--- src/kpd_pkg.sv ---
// ----------------------------------------------------------------------------
// kpd_pkg: shared types and constants for the keypad scanner
// Column codes, operation codes and the result record of the scanner.
// ----------------------------------------------------------------------------
`default_nettype none

package kpd_pkg;

  localparam int unsigned NUM_ROWS  = 4;
  localparam int unsigned COL_W     = 4;   // column samples per row
  localparam int unsigned COLNUM_W  = 3;   // column number 0..4
  localparam int unsigned KEY_W     = 5;   // key 0..16
  localparam int unsigned CNT_W     = 8;   // debounce counter / threshold

  // single-low-bit column patterns (active low, bit3 = column 1)
  localparam logic [COL_W-1:0] COLS_COL1 = 4'h7;
  localparam logic [COL_W-1:0] COLS_COL2 = 4'hb;
  localparam logic [COL_W-1:0] COLS_COL3 = 4'hd;
  localparam logic [COL_W-1:0] COLS_COL4 = 4'he;

  localparam logic [CNT_W-1:0] COUNT_MAX       = 8'd255;
  localparam logic [CNT_W-1:0] THRESHOLD_RESET = 8'd3;
  localparam logic [KEY_W-1:0] KEY_NONE        = 5'd0;

  // item kind carried in tuser
  typedef enum logic {
    OP_TICK = 1'b0,
    OP_READ = 1'b1
  } kpd_op_t;

  typedef logic [COLNUM_W-1:0] kpd_colnum_t;
  typedef logic [KEY_W-1:0]    kpd_key_t;

  // result of one item
  typedef struct packed {
    kpd_key_t stable_key;
    kpd_key_t event_key;
  } kpd_result_t;

endpackage : kpd_pkg

`default_nettype wire

--- src/kpd_row_lane.sv ---
// ----------------------------------------------------------------------------
// kpd_row_lane: column decoder for one keypad row
// Returns the column number 1..4 for exactly one low bit, 0 otherwise.
// ----------------------------------------------------------------------------
`default_nettype none

module kpd_row_lane (
  input  wire logic [kpd_pkg::COL_W-1:0] cols,
  output kpd_pkg::kpd_colnum_t           col_num
);

  // single-press decode
  always_comb begin
    case (cols)
      kpd_pkg::COLS_COL1: col_num = 3'd1;
      kpd_pkg::COLS_COL2: col_num = 3'd2;
      kpd_pkg::COLS_COL3: col_num = 3'd3;
      kpd_pkg::COLS_COL4: col_num = 3'd4;
      default:            col_num = 3'd0;
    endcase
  end

endmodule : kpd_row_lane

`default_nettype wire

--- src/kpd_key_merge.sv ---
// ----------------------------------------------------------------------------
// kpd_key_merge: row-priority merge of the lane results
// First row with a single press wins; key = 4*(row-1)+column, 0 if none.
// ----------------------------------------------------------------------------
`default_nettype none

module kpd_key_merge (
  input  wire kpd_pkg::kpd_colnum_t col_num [kpd_pkg::NUM_ROWS],
  output kpd_pkg::kpd_key_t         raw_key
);

  // scan from the last row down so the first row ends up on top
  always_comb begin
    raw_key = kpd_pkg::KEY_NONE;
    for (int r = kpd_pkg::NUM_ROWS - 1; r >= 0; r--) begin
      if (col_num[r] != 3'd0) begin
        raw_key = {1'b0, 2'(r), 2'b00} + {2'b00, col_num[r]};
      end
    end
  end

endmodule : kpd_key_merge

`default_nettype wire

--- src/kpd_debounce.sv ---
// ----------------------------------------------------------------------------
// kpd_debounce: debounce state, threshold register and pending event
// Updates the state for each accepted item and forms its result.
// ----------------------------------------------------------------------------
`default_nettype none

module kpd_debounce (
  input  wire logic                      clk,
  input  wire logic                      rst_n,
  input  wire logic                      cfg_wr_en,
  input  wire logic [kpd_pkg::CNT_W-1:0] cfg_wr_data,
  input  wire logic                      fire,      // item accepted
  input  wire kpd_pkg::kpd_op_t          op,
  input  wire kpd_pkg::kpd_key_t         raw_key,
  output kpd_pkg::kpd_result_t           result     // valid with fire
);

  logic [kpd_pkg::CNT_W-1:0] thresh_r;
  kpd_pkg::kpd_key_t         prev_raw_r, prev_raw_nxt;
  kpd_pkg::kpd_key_t         deb_r, deb_nxt;
  kpd_pkg::kpd_key_t         pend_r, pend_nxt;
  logic [kpd_pkg::CNT_W-1:0] cnt_r, cnt_nxt;
  kpd_pkg::kpd_key_t         event_key;

  // next-state logic for one item
  always_comb begin
    prev_raw_nxt = prev_raw_r;
    deb_nxt      = deb_r;
    pend_nxt     = pend_r;
    cnt_nxt      = cnt_r;
    event_key    = kpd_pkg::KEY_NONE;
    if (op == kpd_pkg::OP_TICK) begin
      if (raw_key == prev_raw_r) begin
        if (cnt_r < kpd_pkg::COUNT_MAX) begin
          cnt_nxt = cnt_r + 8'd1;
        end
        if ((cnt_nxt >= thresh_r) && (deb_r != prev_raw_r)) begin
          deb_nxt = prev_raw_r;
          if (prev_raw_r != kpd_pkg::KEY_NONE) begin
            pend_nxt = prev_raw_r;
          end
        end
      end else begin
        prev_raw_nxt = raw_key;
        cnt_nxt      = 8'd1;
      end
    end else begin
      event_key = pend_r;
      pend_nxt  = kpd_pkg::KEY_NONE;
    end
  end

  assign result.event_key  = event_key;
  assign result.stable_key = deb_nxt;

  // threshold register
  always_ff @(posedge clk) begin
    if (!rst_n) begin
      thresh_r <= kpd_pkg::THRESHOLD_RESET;
    end else if (cfg_wr_en) begin
      thresh_r <= cfg_wr_data;
    end
  end

  // debounce state
  always_ff @(posedge clk) begin
    if (!rst_n) begin
      prev_raw_r <= kpd_pkg::KEY_NONE;
      deb_r      <= kpd_pkg::KEY_NONE;
      pend_r     <= kpd_pkg::KEY_NONE;
      cnt_r      <= '0;
    end else if (fire) begin
      prev_raw_r <= prev_raw_nxt;
      deb_r      <= deb_nxt;
      pend_r     <= pend_nxt;
      cnt_r      <= cnt_nxt;
    end
  end

  // stable key moves only on an accepted tick
  a_deb_on_tick: assert property (@(posedge clk) disable iff (!rst_n)
    !$stable(deb_r) |-> $past(fire && (op == kpd_pkg::OP_TICK)))
    else $error("stable key changed without a tick");

  // a read leaves no pending event
  a_read_clears: assert property (@(posedge clk) disable iff (!rst_n)
    (fire && (op == kpd_pkg::OP_READ)) |=> (pend_r == kpd_pkg::KEY_NONE))
    else $error("pending event survived a read");

  // zero count only before the first tick: all keys still clear
  a_cnt_zero: assert property (@(posedge clk) disable iff (!rst_n)
    (cnt_r == '0) |-> ((prev_raw_r == kpd_pkg::KEY_NONE) && (deb_r == kpd_pkg::KEY_NONE)))
    else $error("zero count with non-reset keys");

  // pending event mirrors a key that was stable; both keys stay within 0..16
  a_pend_range: assert property (@(posedge clk) disable iff (!rst_n)
    (pend_r <= 5'd16) && (deb_r <= 5'd16))
    else $error("key out of range");

endmodule : kpd_debounce

`default_nettype wire

--- src/keypad_scan_debouncer_top.sv ---
// ----------------------------------------------------------------------------
// keypad_scan_debouncer_top: 4x4 matrix keypad scanner with debounce
// Four row lanes decode the column samples, a merge picks the first row with
// a single press, and the debounce core tracks the stable key and event.
//
//   channel | dir | handshake          | payload
//   --------+-----+--------------------+-------------------------------------
//   in_     | in  | tvalid/tready      | tdata: row1..row4 cols, tuser: op
//   out_    | out | tvalid/tready      | tdata: event_key, stable_key
//   cfg_    | in  | wr_en (no wait)    | wr_data: debounce threshold
//
// One item per cycle unless stalled; each result shows in the next cycle.
// Decode, merge and debounce update are one combinational step into the
// state registers and the output register.
// A stalled output holds its result; a new item is still taken in the cycle
// the output is drained. Reset (synchronous) clears state and sets the
// threshold to 3.
// ----------------------------------------------------------------------------
`default_nettype none

module keypad_scan_debouncer_top (
  input  wire logic        clk,
  input  wire logic        rst_n,
  // input items
  input  wire logic        in_tvalid,
  output logic             in_tready,
  input  wire logic [15:0] in_tdata,   // row1_columns, row2_columns, row3_columns, row4_columns
  input  wire logic        in_tuser,   // operation
  // result items
  output logic             out_tvalid,
  input  wire logic        out_tready,
  output logic [15:0]      out_tdata,  // event_key, stable_key, 6'b0
  // configuration
  input  wire logic        cfg_wr_en,
  input  wire logic [7:0]  cfg_wr_data
);

  kpd_pkg::kpd_colnum_t col_num [kpd_pkg::NUM_ROWS];
  kpd_pkg::kpd_key_t    raw_key;
  kpd_pkg::kpd_result_t result;
  kpd_pkg::kpd_result_t res_r;
  kpd_pkg::kpd_op_t     op;
  logic                 fire;
  logic                 out_valid_r;

  assign op        = kpd_pkg::kpd_op_t'(in_tuser);
  assign in_tready = !out_valid_r || out_tready;
  assign fire      = in_tvalid && in_tready;

  // one decoder lane per row
  for (genvar r = 0; r < kpd_pkg::NUM_ROWS; r++) begin : g_lane
    kpd_row_lane u_lane (
      .cols    (in_tdata[r*kpd_pkg::COL_W +: kpd_pkg::COL_W]),
      .col_num (col_num[r])
    );
  end

  kpd_key_merge u_merge (
    .col_num (col_num),
    .raw_key (raw_key)
  );

  kpd_debounce u_deb (
    .clk         (clk),
    .rst_n       (rst_n),
    .cfg_wr_en   (cfg_wr_en),
    .cfg_wr_data (cfg_wr_data),
    .fire        (fire),
    .op          (op),
    .raw_key     (raw_key),
    .result      (result)
  );

  // output register valid
  always_ff @(posedge clk) begin
    if (!rst_n) begin
      out_valid_r <= 1'b0;
    end else if (in_tready) begin
      out_valid_r <= in_tvalid;
    end
  end

  // output register payload
  always_ff @(posedge clk) begin
    if (fire) begin
      res_r <= result;
    end
  end

  assign out_tvalid = out_valid_r;
  assign out_tdata  = {6'b0, res_r.stable_key, res_r.event_key};

endmodule : keypad_scan_debouncer_top

`default_nettype wire

--- config.mk ---
export PLATFORM = sky130hd
export DESIGN_NAME = keypad_scan_debouncer_top
export DESIGN_NICKNAME = d
export VERILOG_FILES = /design/src/kpd_pkg.sv /design/src/kpd_row_lane.sv /design/src/kpd_key_merge.sv /design/src/kpd_debounce.sv /design/src/keypad_scan_debouncer_top.sv
export SDC_FILE = /design/constraint.sdc
export NUM_CORES = 1
export LEC_CHECK = 0
export ABC_AREA = 1
export BUFFER_PORTS_ARGS = -buffer_cell sky130_fd_sc_hd__clkbuf_2
export CORE_AREA = 2 2 70 72
export DETAILED_ROUTE_END_ITERATION = 10
export DIE_AREA = 0 0 72 74
export PLACE_DENSITY = 0.9
export SETUP_SLACK_MARGIN = 0.5
export SLEW_MARGIN = 5
export SYNTH_ARGS = -nofsm -noshare
export SYNTH_HDL_FRONTEND = slang
export SYNTH_SLANG_ARGS = --single-unit
--- constraint.sdc ---
create_clock -name clk -period 4.5 [get_ports clk]
set_clock_uncertainty 0.15 [all_clocks]
set_input_delay 0.45 -clock clk [delete_from_list [all_inputs] [get_ports clk]]
set_output_delay 0.45 -clock clk [all_outputs]
set_load 0.02 [all_outputs]
==> run_summary.xml, run 1 <==
<?xml version="1.0" encoding="UTF-8"?>
<metrics>
  <group name="logic_synthesis">
    <metric name="number_of_enable_type_register_cells_in_the_synthesized_netlist" unit="">10</metric>
    <metric name="postSynth.asyncResetShare" unit="">0</metric>
    <metric name="synth-main-ff-cell" unit="">sky130_fd_sc_hd__dfxtp_1</metric>
    <metric name="post_synth_most_frequent_cells" unit="">sky130_fd_sc_hd__nand2_1, sky130_fd_sc_hd__inv_1, sky130_fd_sc_hd__nor2_1</metric>
    <metric name="synth_top_cells_by_area" unit="">sky130_fd_sc_hd__dfxtp_1, sky130_fd_sc_hd__nand2_1, sky130_fd_sc_hd__edfxtp_1</metric>
    <metric name="synth_top_cell_by_area" unit="">sky130_fd_sc_hd__dfxtp_1</metric>
    <metric name="synth-seq-cells" unit="">42</metric>
    <metric name="synth_cell_types" unit="">37</metric>
    <metric name="synth_largest_type_area_fraction" unit="">0.238</metric>
    <metric name="syn-instance-count" unit="">388</metric>
    <metric name="avgSynthCellArea" unit="um^2">6.94</metric>
    <metric name="post-synth-top-count-cell" unit="">sky130_fd_sc_hd__nand2_1</metric>
    <metric name="sequential_share_of_the_synthesized_area" unit="">0.349</metric>
    <metric name="netlist_area" unit="um^2">2690</metric>
    <metric name="synthesis.yosys.warnings" unit="">0</metric>
  </group>
  <group name="setup_path">
    <metric name="arrival_time_reported_for_the_critical_path_endpoint" unit="ns">3.50</metric>
    <metric name="timing.critical_path.cells" unit="">ha_1, nand2_1, nor3b_1, nand3_1, nand4_1, xnor2_1, ha_1, nand2_1, o21ai_0, nand2_1, o2111ai_1, nand2_1, inv_1, nand3_2, nand2_1, nand2_1</metric>
    <metric name="setup.worst_path.end_class" unit="">flop</metric>
    <metric name="critical_path.max_fanout" unit="">7</metric>
    <metric name="critical_path.startpoint" unit="">u_deb.cnt_r[0]</metric>
    <metric name="critPathBufInv" unit="">1</metric>
    <metric name="crit_type" unit="">reg -&gt; reg</metric>
    <metric name="required" unit="ns">4.41</metric>
    <metric name="timing.critical_path.max_delay_family" unit="">simple AND/OR/NAND/NOR gates</metric>
    <metric name="critPathSlowestCell" unit="">sky130_fd_sc_hd__dfxtp_1</metric>
    <metric name="rr_startpoint" unit="">u_deb.cnt_r[0]</metric>
    <metric name="startpoint_type" unit="">flop</metric>
    <metric name="critical_path.max_stage_delay" unit="ns">0.43</metric>
    <metric name="crit_top_cell" unit="">sky130_fd_sc_hd__nand2_1</metric>
  </group>
  <group name="pwr">
    <metric name="p_leak" unit="nW">1.53</metric>
    <metric name="power_density" unit="nW/um^2">302</metric>
    <metric name="vdd.ir_drop.worst" unit="mV">0.224</metric>
  </group>
  <group name="sta">
    <metric name="timing.final.crit_share" unit="">0.798</metric>
    <metric name="max_clock_freq" unit="MHz">278</metric>
    <metric name="relSlewSlack" unit="">0.561</metric>
    <metric name="fin_setup_tns" unit="ns">0</metric>
    <metric name="setup-violations-final" unit="">0</metric>
    <metric name="layout_min_cycle_time" unit="ns">3.59</metric>
    <metric name="finalHoldViolCount" unit="">0</metric>
    <metric name="slew_violations" unit="">0</metric>
    <metric name="slew_at_the_pin_closest_to_its_max_slew_limit" unit="ns">0.654</metric>
    <metric name="grt_setup_unrepaired" unit="">no</metric>
  </group>
  <group name="clock_tree">
    <metric name="cts_inserted_buffers" unit="">5</metric>
    <metric name="cts-resized-gates" unit="">0</metric>
    <metric name="clk_transition_reported_paths" unit="ns">0.08</metric>
    <metric name="holdBufCountCts" unit="">0</metric>
    <metric name="cts_num_sinks" unit="">42</metric>
    <metric name="cts_root_cell" unit="">sky130_fd_sc_hd__clkbuf_8</metric>
    <metric name="tritoncts_clock_tree" unit="">yes</metric>
    <metric name="postCtsSetupBuffers" unit="">0</metric>
    <metric name="clock_path_buffers" unit="">2</metric>
    <metric name="cts.htree.levels" unit="">2</metric>
    <metric name="clk-insertion-delay-late" unit="ns">0.30</metric>
  </group>
  <group name="routing">
    <metric name="routed_wl" unit="um">5670</metric>
    <metric name="wire_per_inst" unit="um">11.7</metric>
    <metric name="drt_pre_antenna_iters" unit="">6</metric>
    <metric name="via_count" unit="">2560</metric>
    <metric name="post-route-drc-count" unit="">0</metric>
    <metric name="dr.first_iter.drc_count" unit="">250</metric>
    <metric name="antenna_violating_nets_post_route" unit="">0</metric>
    <metric name="route.detailed.vias_per_inst" unit="">5.27</metric>
  </group>
  <group name="cells_and_area">
    <metric name="drive_gt1_frac" unit="">0.206</metric>
    <metric name="area_growth_syn_to_layout" unit="%">12.7</metric>
    <metric name="layout.nets" unit="">470</metric>
    <metric name="n_diodes" unit="">0</metric>
    <metric name="fillerInstances" unit="">390</metric>
    <metric name="post-route-util" unit="">0.660</metric>
  </group>
  <group name="run">
    <metric name="max_cap_viol" unit="">0</metric>
  </group>
  <group name="floorplanning">
    <metric name="core-area" unit="um^2">4600</metric>
    <metric name="die-width" unit="um">72</metric>
    <metric name="io_pins" unit="">48</metric>
    <metric name="fp-row-count" unit="">25</metric>
    <metric name="fp.dieArea" unit="um^2">5330</metric>
    <metric name="initial_utilization" unit="">0.586</metric>
    <metric name="die_y" unit="um">74</metric>
  </group>
  <group name="grt">
    <metric name="grt_pass1_vias" unit="">2258</metric>
    <metric name="antenna_found_initial" unit="">0</metric>
    <metric name="grt_max_degree" unit="">20</metric>
    <metric name="global_route.overflow_total" unit="">0</metric>
    <metric name="groute.usage.overall" unit="">0.225</metric>
    <metric name="grt_first_pass_wirelength" unit="um">9570</metric>
  </group>
  <group name="place">
    <metric name="port_buffers" unit="">41</metric>
    <metric name="placer_congestion" unit="">0.874</metric>
    <metric name="place_hpwl" unit="um">4350</metric>
  </group>
  <group name="min_path">
    <metric name="hold_path_startpoint" unit="">cfg_wr_data[0]</metric>
    <metric name="hold_path.class" unit="">in -&gt; reg</metric>
  </group>
  <group name="outcome">
    <metric name="outcome" unit="">finished clean</metric>
  </group>
</metrics>
==> logic make-up after synthesis <==
| family | after synthesis | share of synthesized area |
|---|---|---|
| AND/OR/NAND/NOR | 209 | 0.363 |
| flip-flops | 42 | 0.349 |
| other | 1 | 0.00139 |
| buffers and inverters | 65 | 0.0990 |
| AO/OA/AOI/OAI | 56 | 0.125 |
| adder cells (fa/ha/maj) | 9 | 0.0418 |
| XOR/XNOR | 6 | 0.0195 |
==> path summary, 6_finish.rpt <==
kind	to	slack, ns	depth (start not counted)
min reg2reg	u_deb.pend_r[2]	0.32	2
max reg2reg	out_tdata[8]	0.91	16
min	u_deb.thresh_r[0]	0.23	3
max	out_tdata[8]	0.91	16
==> metrics by stage <==
| stage | setup WS, ns | std cells | power [mW] | hold WS [ns] | instance area, um^2 |
|---|---|---|---|---|---|
| finish | 0.909 | 486 | 0.916 | 0.225 | 3030 |
| global route | 0.542 | 486 | 0.964 | 0.245 | 3030 |
| CTS | 1.00 | 486 | 0.920 | 0.219 | 3030 |
| detailed placement | 1.07 | 478 | 0.627 | 0.306 | 2920 |
| global placement | 1.25 | 478 | 0.621 | 0.301 | 2920 |
| floorplan | 1.47 | 393 | 0.578 | 0.285 | 2710 |
==> power breakdown <==
group	internal (mW)	switching, mW	leakage (nW)
Clock	0.166	0.129	0.0514
Sequential	0.406	0.0146	0.363
Combinational	0.0661	0.135	1.12
Total	0.638	0.279	1.53
==> per-layer routing <==
metal / GRT usage / wire length, um / vias to the layer above
li1: - / - / 1343
met1: 0.273 / 2470 / 1118
met2: 0.385 / 2750 / 86
met3: 0.0515 / 317 / 13
met4: 0.0964 / 125 / 0
met5: 0 / 0 / -
==> placed cells by master, fill, tap and decap left out, types with 3 or more instances in the layout <==
cell type | synthesis | layout
sky130_fd_sc_hd__a21oi_1 | 23 | 23
sky130_fd_sc_hd__a21oi_2 | 7 | 7
sky130_fd_sc_hd__a31oi_1 | 3 | 3
sky130_fd_sc_hd__clkbuf_2 | 0 | 41
sky130_fd_sc_hd__clkbuf_8 | 0 | 5
sky130_fd_sc_hd__clkinv_1 | 3 | 3
sky130_fd_sc_hd__conb_1 | 1 | 6
sky130_fd_sc_hd__dfxtp_1 | 32 | 32
sky130_fd_sc_hd__edfxtp_1 | 10 | 10
sky130_fd_sc_hd__ha_1 | 9 | 9
sky130_fd_sc_hd__inv_1 | 47 | 47
sky130_fd_sc_hd__inv_2 | 5 | 5
sky130_fd_sc_hd__nand2_1 | 97 | 97
sky130_fd_sc_hd__nand2_2 | 16 | 16
sky130_fd_sc_hd__nand3_1 | 24 | 24
sky130_fd_sc_hd__nand4_1 | 16 | 16
sky130_fd_sc_hd__nor2_1 | 40 | 40
sky130_fd_sc_hd__nor2_2 | 3 | 3
sky130_fd_sc_hd__nor2_4 | 4 | 4
sky130_fd_sc_hd__o21ai_0 | 14 | 14
sky130_fd_sc_hd__xnor2_1 | 4 | 4
==> state kept, by name, indices dropped and copies added, names as in the netlist <==
signal and count:
out_tdata 10, u_deb.cnt_r 8, u_deb.thresh_r 8, u_deb.deb_r 5, u_deb.pend_r 5, u_deb.prev_raw_r 5
out_tvalid 1
==> area by class of cell <==
type | instances | area [um^2] | share of cell area
inverters | 55 | 206 | 0.0680
flip-flops and latches | 42 | 941 | 0.310
repair buffers | 41 | 205 | 0.0676
clock inverters | 2 | 37.5 | 0.0124
multi-input cells | 286 | 1500 | 0.496
well taps | 54 | 67.6 | 0.0223
clock buffers | 6 | 72.6 | 0.0239
==> worst reg2reg max path: cells and delay by family (launching register included) <==
| family | cells | cell delay (ns) |
|---|---|---|
| XOR/XNOR | 1 | 0.11 |
| buffers and inverters | 1 | 0.19 |
| AND/OR/NAND/NOR | 10 | 1.58 |
| AO/OA/AOI/OAI | 2 | 0.36 |
| adder cells (fa/ha/maj) | 2 | 0.54 |
| flip-flops | 1 | 0.43 |
Power figures use the tool's default switching activity.
==> inputs of run 2 (changes only) <==
--- a/config.mk
+++ b/config.mk
@@ -5,12 +5,12 @@
 export SDC_FILE = /design/constraint.sdc
 export NUM_CORES = 1
 export LEC_CHECK = 0
-export ABC_AREA = 1
+export ABC_AREA = 0
 export BUFFER_PORTS_ARGS = -buffer_cell sky130_fd_sc_hd__clkbuf_2
-export CORE_AREA = 2 2 70 72
+export CORE_AREA = 2 2 79 81
 export DETAILED_ROUTE_END_ITERATION = 10
-export DIE_AREA = 0 0 72 74
-export PLACE_DENSITY = 0.9
+export DIE_AREA = 0 0 81 83
+export PLACE_DENSITY = 0.82
 export SETUP_SLACK_MARGIN = 0.5
 export SLEW_MARGIN = 5
 export SYNTH_ARGS = -nofsm -noshare
==> constraint.sdc (replaced) <==
create_clock -name clk -period 2.97 [get_ports clk]
set_clock_uncertainty 0.15 [all_clocks]
set_input_delay 0.297 -clock clk [delete_from_list [all_inputs] [get_ports clk]]
set_output_delay 0.297 -clock clk [all_outputs]
set_load 0.02 [all_outputs]
==> run_summary.xml, run 2 <==
<?xml version="1.0" encoding="UTF-8"?>
<metrics>
  <group name="sta">
    <metric name="layout_setup_ws" unit="ns">-0.272</metric>
    <metric name="grt_setup_unrepaired" unit="">yes</metric>
    <metric name="slew_violations" unit="">0</metric>
    <metric name="layout_min_cycle_time" unit="ns">3.24</metric>
    <metric name="timing.final.crit_share" unit="">1.09</metric>
    <metric name="max_clock_freq" unit="MHz">308</metric>
    <metric name="setup-violations-final" unit="">15</metric>
    <metric name="slew_at_the_pin_closest_to_its_max_slew_limit" unit="ns">0.733</metric>
    <metric name="relSlewSlack" unit="">0.511</metric>
    <metric name="finalHoldViolCount" unit="">0</metric>
  </group>
  <group name="logic_synthesis">
    <metric name="synth-seq-cells" unit="">42</metric>
    <metric name="post-synth-top-count-cell" unit="">sky130_fd_sc_hd__nand2_1</metric>
    <metric name="sequential_share_of_the_synthesized_area" unit="">0.316</metric>
    <metric name="post_synth_most_frequent_cells" unit="">sky130_fd_sc_hd__nand2_1, sky130_fd_sc_hd__dfxtp_1, sky130_fd_sc_hd__inv_1</metric>
    <metric name="synth_cell_types" unit="">67</metric>
    <metric name="avgSynthCellArea" unit="um^2">8.72</metric>
    <metric name="synth_top_cells_by_area" unit="">sky130_fd_sc_hd__dfxtp_1, sky130_fd_sc_hd__edfxtp_1, sky130_fd_sc_hd__mux2i_1</metric>
    <metric name="netlist_area" unit="um^2">2970</metric>
    <metric name="postSynth.asyncResetShare" unit="">0</metric>
    <metric name="synth-main-ff-cell" unit="">sky130_fd_sc_hd__dfxtp_1</metric>
    <metric name="number_of_enable_type_register_cells_in_the_synthesized_netlist" unit="">10</metric>
    <metric name="syn-instance-count" unit="">341</metric>
    <metric name="synth_top_cell_by_area" unit="">sky130_fd_sc_hd__dfxtp_1</metric>
    <metric name="synth_largest_type_area_fraction" unit="">0.215</metric>
    <metric name="synthesis.yosys.warnings" unit="">0</metric>
  </group>
  <group name="cells_and_area">
    <metric name="postLayoutCellArea" unit="um^2">4060</metric>
    <metric name="layout.nets" unit="">449</metric>
    <metric name="drive_gt1_frac" unit="">0.384</metric>
    <metric name="finish.cell_count_without_fillers" unit="">486</metric>
    <metric name="n_diodes" unit="">0</metric>
    <metric name="area_growth_syn_to_layout" unit="%">36.5</metric>
    <metric name="largest_register_ffs" unit="">10</metric>
    <metric name="fillerInstances" unit="">416</metric>
    <metric name="highest_count_cells_in_the_layout_ignoring_fill_and_taps" unit="">sky130_fd_sc_hd__nand2_1, sky130_fd_sc_hd__buf_4, sky130_fd_sc_hd__clkbuf_2</metric>
  </group>
  <group name="routing">
    <metric name="dr.first_iter.drc_count" unit="">312</metric>
    <metric name="route.detailed.vias_per_inst" unit="">6.11</metric>
    <metric name="post-route-drc-count" unit="">0</metric>
    <metric name="route.layer.met1.wl" unit="um">3370</metric>
    <metric name="via_count" unit="">2968</metric>
    <metric name="routed_wl" unit="um">8760</metric>
    <metric name="routed-wl-met2" unit="um">4370</metric>
    <metric name="wire_per_inst" unit="um">18.0</metric>
    <metric name="highest-signal-layer" unit="">met4</metric>
    <metric name="drt_pre_antenna_iters" unit="">5</metric>
    <metric name="routed-wl-met3" unit="um">520</metric>
    <metric name="antenna_violating_nets_post_route" unit="">0</metric>
  </group>
  <group name="pwr">
    <metric name="pwr-share-seq" unit="">0.409</metric>
    <metric name="vdd.ir_drop.worst" unit="mV">0.224</metric>
    <metric name="finalPower" unit="mW">1.51</metric>
    <metric name="power_density" unit="nW/um^2">371</metric>
    <metric name="p_int" unit="mW">1.03</metric>
    <metric name="switching_power" unit="mW">0.477</metric>
    <metric name="p_leak" unit="nW">1.67</metric>
    <metric name="power.clock.fraction" unit="">0.282</metric>
    <metric name="swShare" unit="">0.317</metric>
    <metric name="comb_power_share" unit="">0.309</metric>
  </group>
  <group name="run">
    <metric name="max_cap_viol" unit="">0</metric>
  </group>
  <group name="outcome">
    <metric name="outcome" unit="">finished with violations</metric>
    <metric name="violations" unit="">setup timing</metric>
  </group>
  <group name="place">
    <metric name="placer_congestion" unit="">0.947</metric>
    <metric name="port_buffers" unit="">41</metric>
    <metric name="place_hpwl" unit="um">5180</metric>
    <metric name="dp_worst_setup_slack" unit="ns">-0.141</metric>
    <metric name="detailed_place.area" unit="um^2">3360</metric>
    <metric name="placed_cells_incl_taps" unit="">458</metric>
  </group>
  <group name="min_path">
    <metric name="hold_path.class" unit="">in -&gt; reg</metric>
  </group>
  <group name="setup_path">
    <metric name="required" unit="ns">2.88</metric>
    <metric name="critical_path.max_fanout" unit="">6</metric>
    <metric name="setup.worst_path.end_class" unit="">flop</metric>
    <metric name="crit_type" unit="">reg -&gt; reg</metric>
    <metric name="regToRegSetupSlack" unit="ns">-0.27</metric>
    <metric name="arrival_time_reported_for_the_critical_path_endpoint" unit="ns">3.15</metric>
    <metric name="startpoint_type" unit="">flop</metric>
  </group>
  <group name="floorplanning">
    <metric name="fp-row-count" unit="">28</metric>
    <metric name="die_y" unit="um">83</metric>
    <metric name="die-width" unit="um">81</metric>
    <metric name="core-area" unit="um^2">5820</metric>
    <metric name="fp.dieArea" unit="um^2">6720</metric>
    <metric name="initial_utilization" unit="">0.511</metric>
    <metric name="io_pins" unit="">48</metric>
  </group>
  <group name="clock_tree">
    <metric name="holdBufCountCts" unit="">0</metric>
    <metric name="cts_inserted_buffers" unit="">5</metric>
    <metric name="cts_root_cell" unit="">sky130_fd_sc_hd__clkbuf_8</metric>
    <metric name="clock_path_buffers" unit="">2</metric>
    <metric name="cts.htree.levels" unit="">2</metric>
    <metric name="clk-insertion-delay-late" unit="ns">0.30</metric>
    <metric name="cts_num_sinks" unit="">42</metric>
    <metric name="clk_transition_reported_paths" unit="ns">0.08</metric>
    <metric name="tritoncts_clock_tree" unit="">yes</metric>
  </group>
  <group name="grt">
    <metric name="global_route.overflow_total" unit="">0</metric>
    <metric name="grt_first_pass_wirelength" unit="um">12000</metric>
    <metric name="grt_max_degree" unit="">38</metric>
    <metric name="antenna_found_initial" unit="">0</metric>
    <metric name="groute.usage.overall" unit="">0.222</metric>
    <metric name="grt_pass1_vias" unit="">2608</metric>
  </group>
</metrics>
## run 2: changes by cell type after synthesis, moves of 14 or more
cell                      previous run  this run
sky130_fd_sc_hd__mux2i_1             0        14
sky130_fd_sc_hd__nand2_1            97        37
sky130_fd_sc_hd__inv_1              47        20
sky130_fd_sc_hd__nand2_2            16         1
sky130_fd_sc_hd__nor2_1             40        18
## run 2: final cells by class
class / count / area, um^2 / area share
clock buffer: 7 / 97.6 / 0.0240
clock inverter: 1 / 7.51 / 0.00185
inverter: 21 / 78.8 / 0.0194
multi-input combinational: 255 / 2180 / 0.537
sequential: 42 / 952 / 0.235
tap: 75 / 93.8 / 0.0231
timing repair buffer: 85 / 651 / 0.160
## run 2: layer usage
| layer | up-vias | global-route usage |
|---|---|---|
| met1 | 1401 | 0.286 |
| li1 | 1371 | - |
| met3 | 42 | 0.0348 |
| met2 | 154 | 0.370 |
| met5 | - | 0 |
| met4 | 0 | 0.0801 |
## run 2: logic make-up after synthesis
family / Yosys count / share of synthesized area
other: 1 / 0.00126
and+or+nand+nor: 122 / 0.222
xor gates and xnor gates: 21 / 0.0644
adders and majority gates: 9 / 0.0379
muxes: 21 / 0.0736
buffers and inverters: 49 / 0.0795
DFF: 42 / 0.316
AOI/OAI and AO/OA: 76 / 0.205
## run 2: stage by stage
step | hold slack (ns) | TNS, ns | utilization
after floorplan | 0.276 | -0.380 | -
after detailed placement | 0.331 | -0.886 | 0.578
final | 0.0626 | -2.64 | 0.698
after global routing | 0.0700 | -3.77 | 0.698
after CTS | 0.0651 | -0.0539 | 0.621
after global placement | 0.318 | -0.104 | 0.578
## run 2: power by group through the flow
stage,combinational [mW],clock (mW),sequential [mW]
3_5_place_dp,0.325,0,0.630
6_report,0.466,0.425,0.616
4_1_cts,0.363,0.422,0.616
2_1_floorplan,0.239,0,0.632
3_3_place_gp,0.314,0,0.629
5_1_grt,0.495,0.449,0.618
## run 2: repair_timing
item,4_1_cts,5_1_grt
cloned,0,1
hold endpoints to repair,0,0
buffers inserted,6,13
resized for setup,24,76
pin swaps,15,30
endpoints found under the setup margin,24,26
## run 2: path summary, 6_finish.rpt
kind	depth (start not counted)	startpoint	endpoint
setup reg to reg	12	u_deb.cnt_r[1]	out_tdata[6]
hold reg to reg	2	u_deb.thresh_r[4]	u_deb.thresh_r[4]
setup / recovery	12	u_deb.cnt_r[1]	out_tdata[6]
hold / removal	3	cfg_wr_data[1]	u_deb.thresh_r[1]
## run 2: worst max-delay path, cell delays in order (launching register included)
cell                        delay [ns]
sky130_fd_sc_hd__dfxtp_2          0.35
sky130_fd_sc_hd__ha_4             0.16
sky130_fd_sc_hd__nand4_1          0.12
sky130_fd_sc_hd__buf_4            0.18
sky130_fd_sc_hd__nand4_1          0.22
sky130_fd_sc_hd__xnor2_2          0.23
sky130_fd_sc_hd__ha_1             0.29
sky130_fd_sc_hd__a2111oi_4        0.43
sky130_fd_sc_hd__buf_4            0.21
sky130_fd_sc_hd__a31o_4           0.17
sky130_fd_sc_hd__nor3_4           0.04
sky130_fd_sc_hd__buf_6            0.15
sky130_fd_sc_hd__mux2_4           0.30
==> inputs of run 3 (changes only) <==
--- a/config.mk
+++ b/config.mk
@@ -7,9 +7,11 @@
 export LEC_CHECK = 0
 export ABC_AREA = 0
 export BUFFER_PORTS_ARGS = -buffer_cell sky130_fd_sc_hd__clkbuf_2
-export CORE_AREA = 2 2 79 81
+export CELL_PAD_IN_SITES_DETAIL_PLACEMENT = 0
+export CELL_PAD_IN_SITES_GLOBAL_PLACEMENT = 2
+export CORE_AREA = 2 2 101 103
 export DETAILED_ROUTE_END_ITERATION = 10
-export DIE_AREA = 0 0 81 83
+export DIE_AREA = 0 0 103 105
 export PLACE_DENSITY = 0.82
 export SETUP_SLACK_MARGIN = 0.5
 export SLEW_MARGIN = 5
==> run_summary.xml, run 3 (same netlist as run 2, synthesis figures left out) <==
<?xml version="1.0" encoding="UTF-8"?>
<metrics>
  <group name="outcome">
    <metric name="outcome" unit="">finished with violations</metric>
    <metric name="violations" unit="">setup timing</metric>
  </group>
  <group name="place">
    <metric name="placer_congestion" unit="">0.786</metric>
    <metric name="dp_worst_setup_slack" unit="ns">-0.142</metric>
    <metric name="place_hpwl" unit="um">5420</metric>
    <metric name="placed_cells_incl_taps" unit="">524</metric>
    <metric name="port_buffers" unit="">41</metric>
  </group>
  <group name="cells_and_area">
    <metric name="area_growth_syn_to_layout" unit="%">37.4</metric>
    <metric name="largest_register_ffs" unit="">10</metric>
    <metric name="drive_gt1_frac" unit="">0.396</metric>
    <metric name="finish.cell_count_without_fillers" unit="">542</metric>
    <metric name="n_diodes" unit="">0</metric>
    <metric name="final_common_cell" unit="">sky130_fd_sc_hd__buf_4</metric>
    <metric name="layout.nets" unit="">447</metric>
    <metric name="highest_count_cells_in_the_layout_ignoring_fill_and_taps" unit="">sky130_fd_sc_hd__buf_4, sky130_fd_sc_hd__nand2_1, sky130_fd_sc_hd__clkbuf_2</metric>
    <metric name="post-route-util" unit="">0.424</metric>
    <metric name="fillerInstances" unit="">1002</metric>
  </group>
  <group name="run">
    <metric name="max_cap_viol" unit="">0</metric>
  </group>
  <group name="setup_path">
    <metric name="crit_type" unit="">reg -&gt; reg</metric>
    <metric name="critical_path.max_fanout" unit="">5</metric>
    <metric name="startpoint_type" unit="">flop</metric>
    <metric name="worstRegToRegCells" unit="">13</metric>
    <metric name="arrival_time_reported_for_the_critical_path_endpoint" unit="ns">2.90</metric>
    <metric name="timing.critical_path.cells" unit="">ha_4, nand4_1, nand4_1, inv_1, nand3_2, xnor2_2, ha_4, a2111oi_4, buf_4, a31o_4, nor3_4, buf_12, mux2_4</metric>
    <metric name="rr_startpoint" unit="">u_deb.cnt_r[1]</metric>
    <metric name="critical_path.startpoint" unit="">u_deb.cnt_r[1]</metric>
    <metric name="setup.worst_path.end_class" unit="">flop</metric>
    <metric name="required" unit="ns">2.87</metric>
    <metric name="critical_path.max_stage_delay" unit="ns">0.36</metric>
    <metric name="critPathSlowestCell" unit="">sky130_fd_sc_hd__a2111oi_4</metric>
  </group>
  <group name="floorplanning">
    <metric name="fp-row-count" unit="">36</metric>
    <metric name="fp.dieArea" unit="um^2">10800</metric>
    <metric name="initial_utilization" unit="">0.309</metric>
    <metric name="die_y" unit="um">105</metric>
    <metric name="io_pins" unit="">48</metric>
    <metric name="core-area" unit="um^2">9640</metric>
    <metric name="die-width" unit="um">103</metric>
  </group>
  <group name="clock_tree">
    <metric name="cts_num_sinks" unit="">42</metric>
    <metric name="holdBufCountCts" unit="">0</metric>
    <metric name="cts_inserted_buffers" unit="">5</metric>
    <metric name="cts_root_cell" unit="">sky130_fd_sc_hd__clkbuf_8</metric>
    <metric name="clk_transition_reported_paths" unit="ns">0.09</metric>
    <metric name="clock_path_buffers" unit="">2</metric>
    <metric name="clk-insertion-delay-late" unit="ns">0.30</metric>
    <metric name="tritoncts_clock_tree" unit="">yes</metric>
    <metric name="cts.htree.levels" unit="">2</metric>
  </group>
  <group name="sta">
    <metric name="fin_setup_tns" unit="ns">-0.104</metric>
    <metric name="layout_min_cycle_time" unit="ns">3.00</metric>
    <metric name="timing.final.crit_share" unit="">1.01</metric>
    <metric name="finalHoldViolCount" unit="">0</metric>
    <metric name="max_clock_freq" unit="MHz">333</metric>
    <metric name="slew_violations" unit="">0</metric>
    <metric name="grt_setup_unrepaired" unit="">yes</metric>
    <metric name="layout_setup_ws" unit="ns">-0.0296</metric>
    <metric name="setup-violations-final" unit="">5</metric>
  </group>
  <group name="routing">
    <metric name="routed_wl" unit="um">7540</metric>
    <metric name="route.detailed.vias_per_inst" unit="">4.97</metric>
    <metric name="drt_pre_antenna_iters" unit="">4</metric>
    <metric name="antenna_violating_nets_post_route" unit="">0</metric>
    <metric name="post-route-drc-count" unit="">0</metric>
    <metric name="wire_per_inst" unit="um">13.9</metric>
    <metric name="dr.first_iter.drc_count" unit="">94</metric>
    <metric name="via_count" unit="">2692</metric>
  </group>
  <group name="grt">
    <metric name="grt_max_degree" unit="">29</metric>
    <metric name="grt_pass1_vias" unit="">2662</metric>
    <metric name="grt_first_pass_wirelength" unit="um">12700</metric>
    <metric name="groute.usage.overall" unit="">0.145</metric>
    <metric name="antenna_found_initial" unit="">0</metric>
    <metric name="global_route.overflow_total" unit="">0</metric>
  </group>
  <group name="pwr">
    <metric name="power_density" unit="nW/um^2">359</metric>
    <metric name="power.clock.fraction" unit="">0.294</metric>
    <metric name="pwr-share-seq" unit="">0.423</metric>
    <metric name="swShare" unit="">0.314</metric>
    <metric name="switching_power" unit="mW">0.461</metric>
    <metric name="comb_power_share" unit="">0.283</metric>
    <metric name="vdd.ir_drop.worst" unit="mV">0.217</metric>
    <metric name="p_leak" unit="nW">1.65</metric>
    <metric name="p_int" unit="mW">1.01</metric>
  </group>
  <group name="min_path">
    <metric name="hold_path_startpoint" unit="">cfg_wr_data[1]</metric>
    <metric name="whs_path_depth" unit="">3</metric>
    <metric name="hold_path.class" unit="">in -&gt; reg</metric>
  </group>
</metrics>
## run 3: cell types whose count changed in the layout (fill, tap and decap cells not counted), sizes merged
cell / before / now
buf: 52 / 50
clkinvlp: 1 / 0
inv: 20 / 21
## run 3: power by group through the flow
stage	registers [mW]	clock network, mW	logic, mW
after floorplan	0.632	0	0.239
after global placement	0.633	0	0.327
after detailed placement	0.633	0	0.333
after CTS	0.620	0.441	0.360
after global routing	0.624	0.466	0.455
final	0.621	0.432	0.416
## run 3: area by class of cell
class,instances,area (um^2),share of cell area
Clock buffer,7,97.6,0.0239
Tap cell,133,166,0.0407
Sequential cell,42,948,0.232
Inverter,21,78.8,0.0193
Clock inverter,1,6.26,0.00153
Timing Repair Buffer,83,608,0.149
Multi-Input combinational cell,255,2180,0.534
## run 3: metal layers
layer | global-route usage | wire, um
met1 | 0.193 | 3590
met2 | 0.239 | 3680
met4 | 0.0395 | 61
met3 | 0.0254 | 207
met5 | 0 | 0
## run 3: worst max-delay path: cells and delay by family (launching register included)
family | cells | cell delay, ns
AOI/OAI and AO/OA | 2 | 0.54
xor gates and xnor gates | 1 | 0.24
adders and majority gates | 2 | 0.40
buffers and inverters | 3 | 0.42
DFF | 1 | 0.34
muxes | 1 | 0.29
and+or+nand+nor | 4 | 0.36
## run 3: worst paths after layout
check	end	slack [ns]
max	out_tdata[6]	-0.03
min	u_deb.thresh_r[1]	0.07
min reg2reg	u_deb.deb_r[2]	0.34
max reg2reg	out_tdata[6]	-0.03
## run 3: what timing repair did
item	CTS	global route
setup endpoints to repair	24	25
buffers inserted	5	5
pin swaps	14	11
resized for setup	25	72
## run 3: through the flow
step | area [um^2] | hold WS [ns] | total power, mW
4_1_cts | 3770 | 0.0630 | 1.42
2_1_floorplan | 3050 | 0.276 | 0.871
6_report | 4090 | 0.0702 | 1.47
3_5_place_dp | 3490 | 0.331 | 0.966
3_3_place_gp | 3490 | 0.316 | 0.960
5_1_grt | 4090 | 0.0748 | 1.54
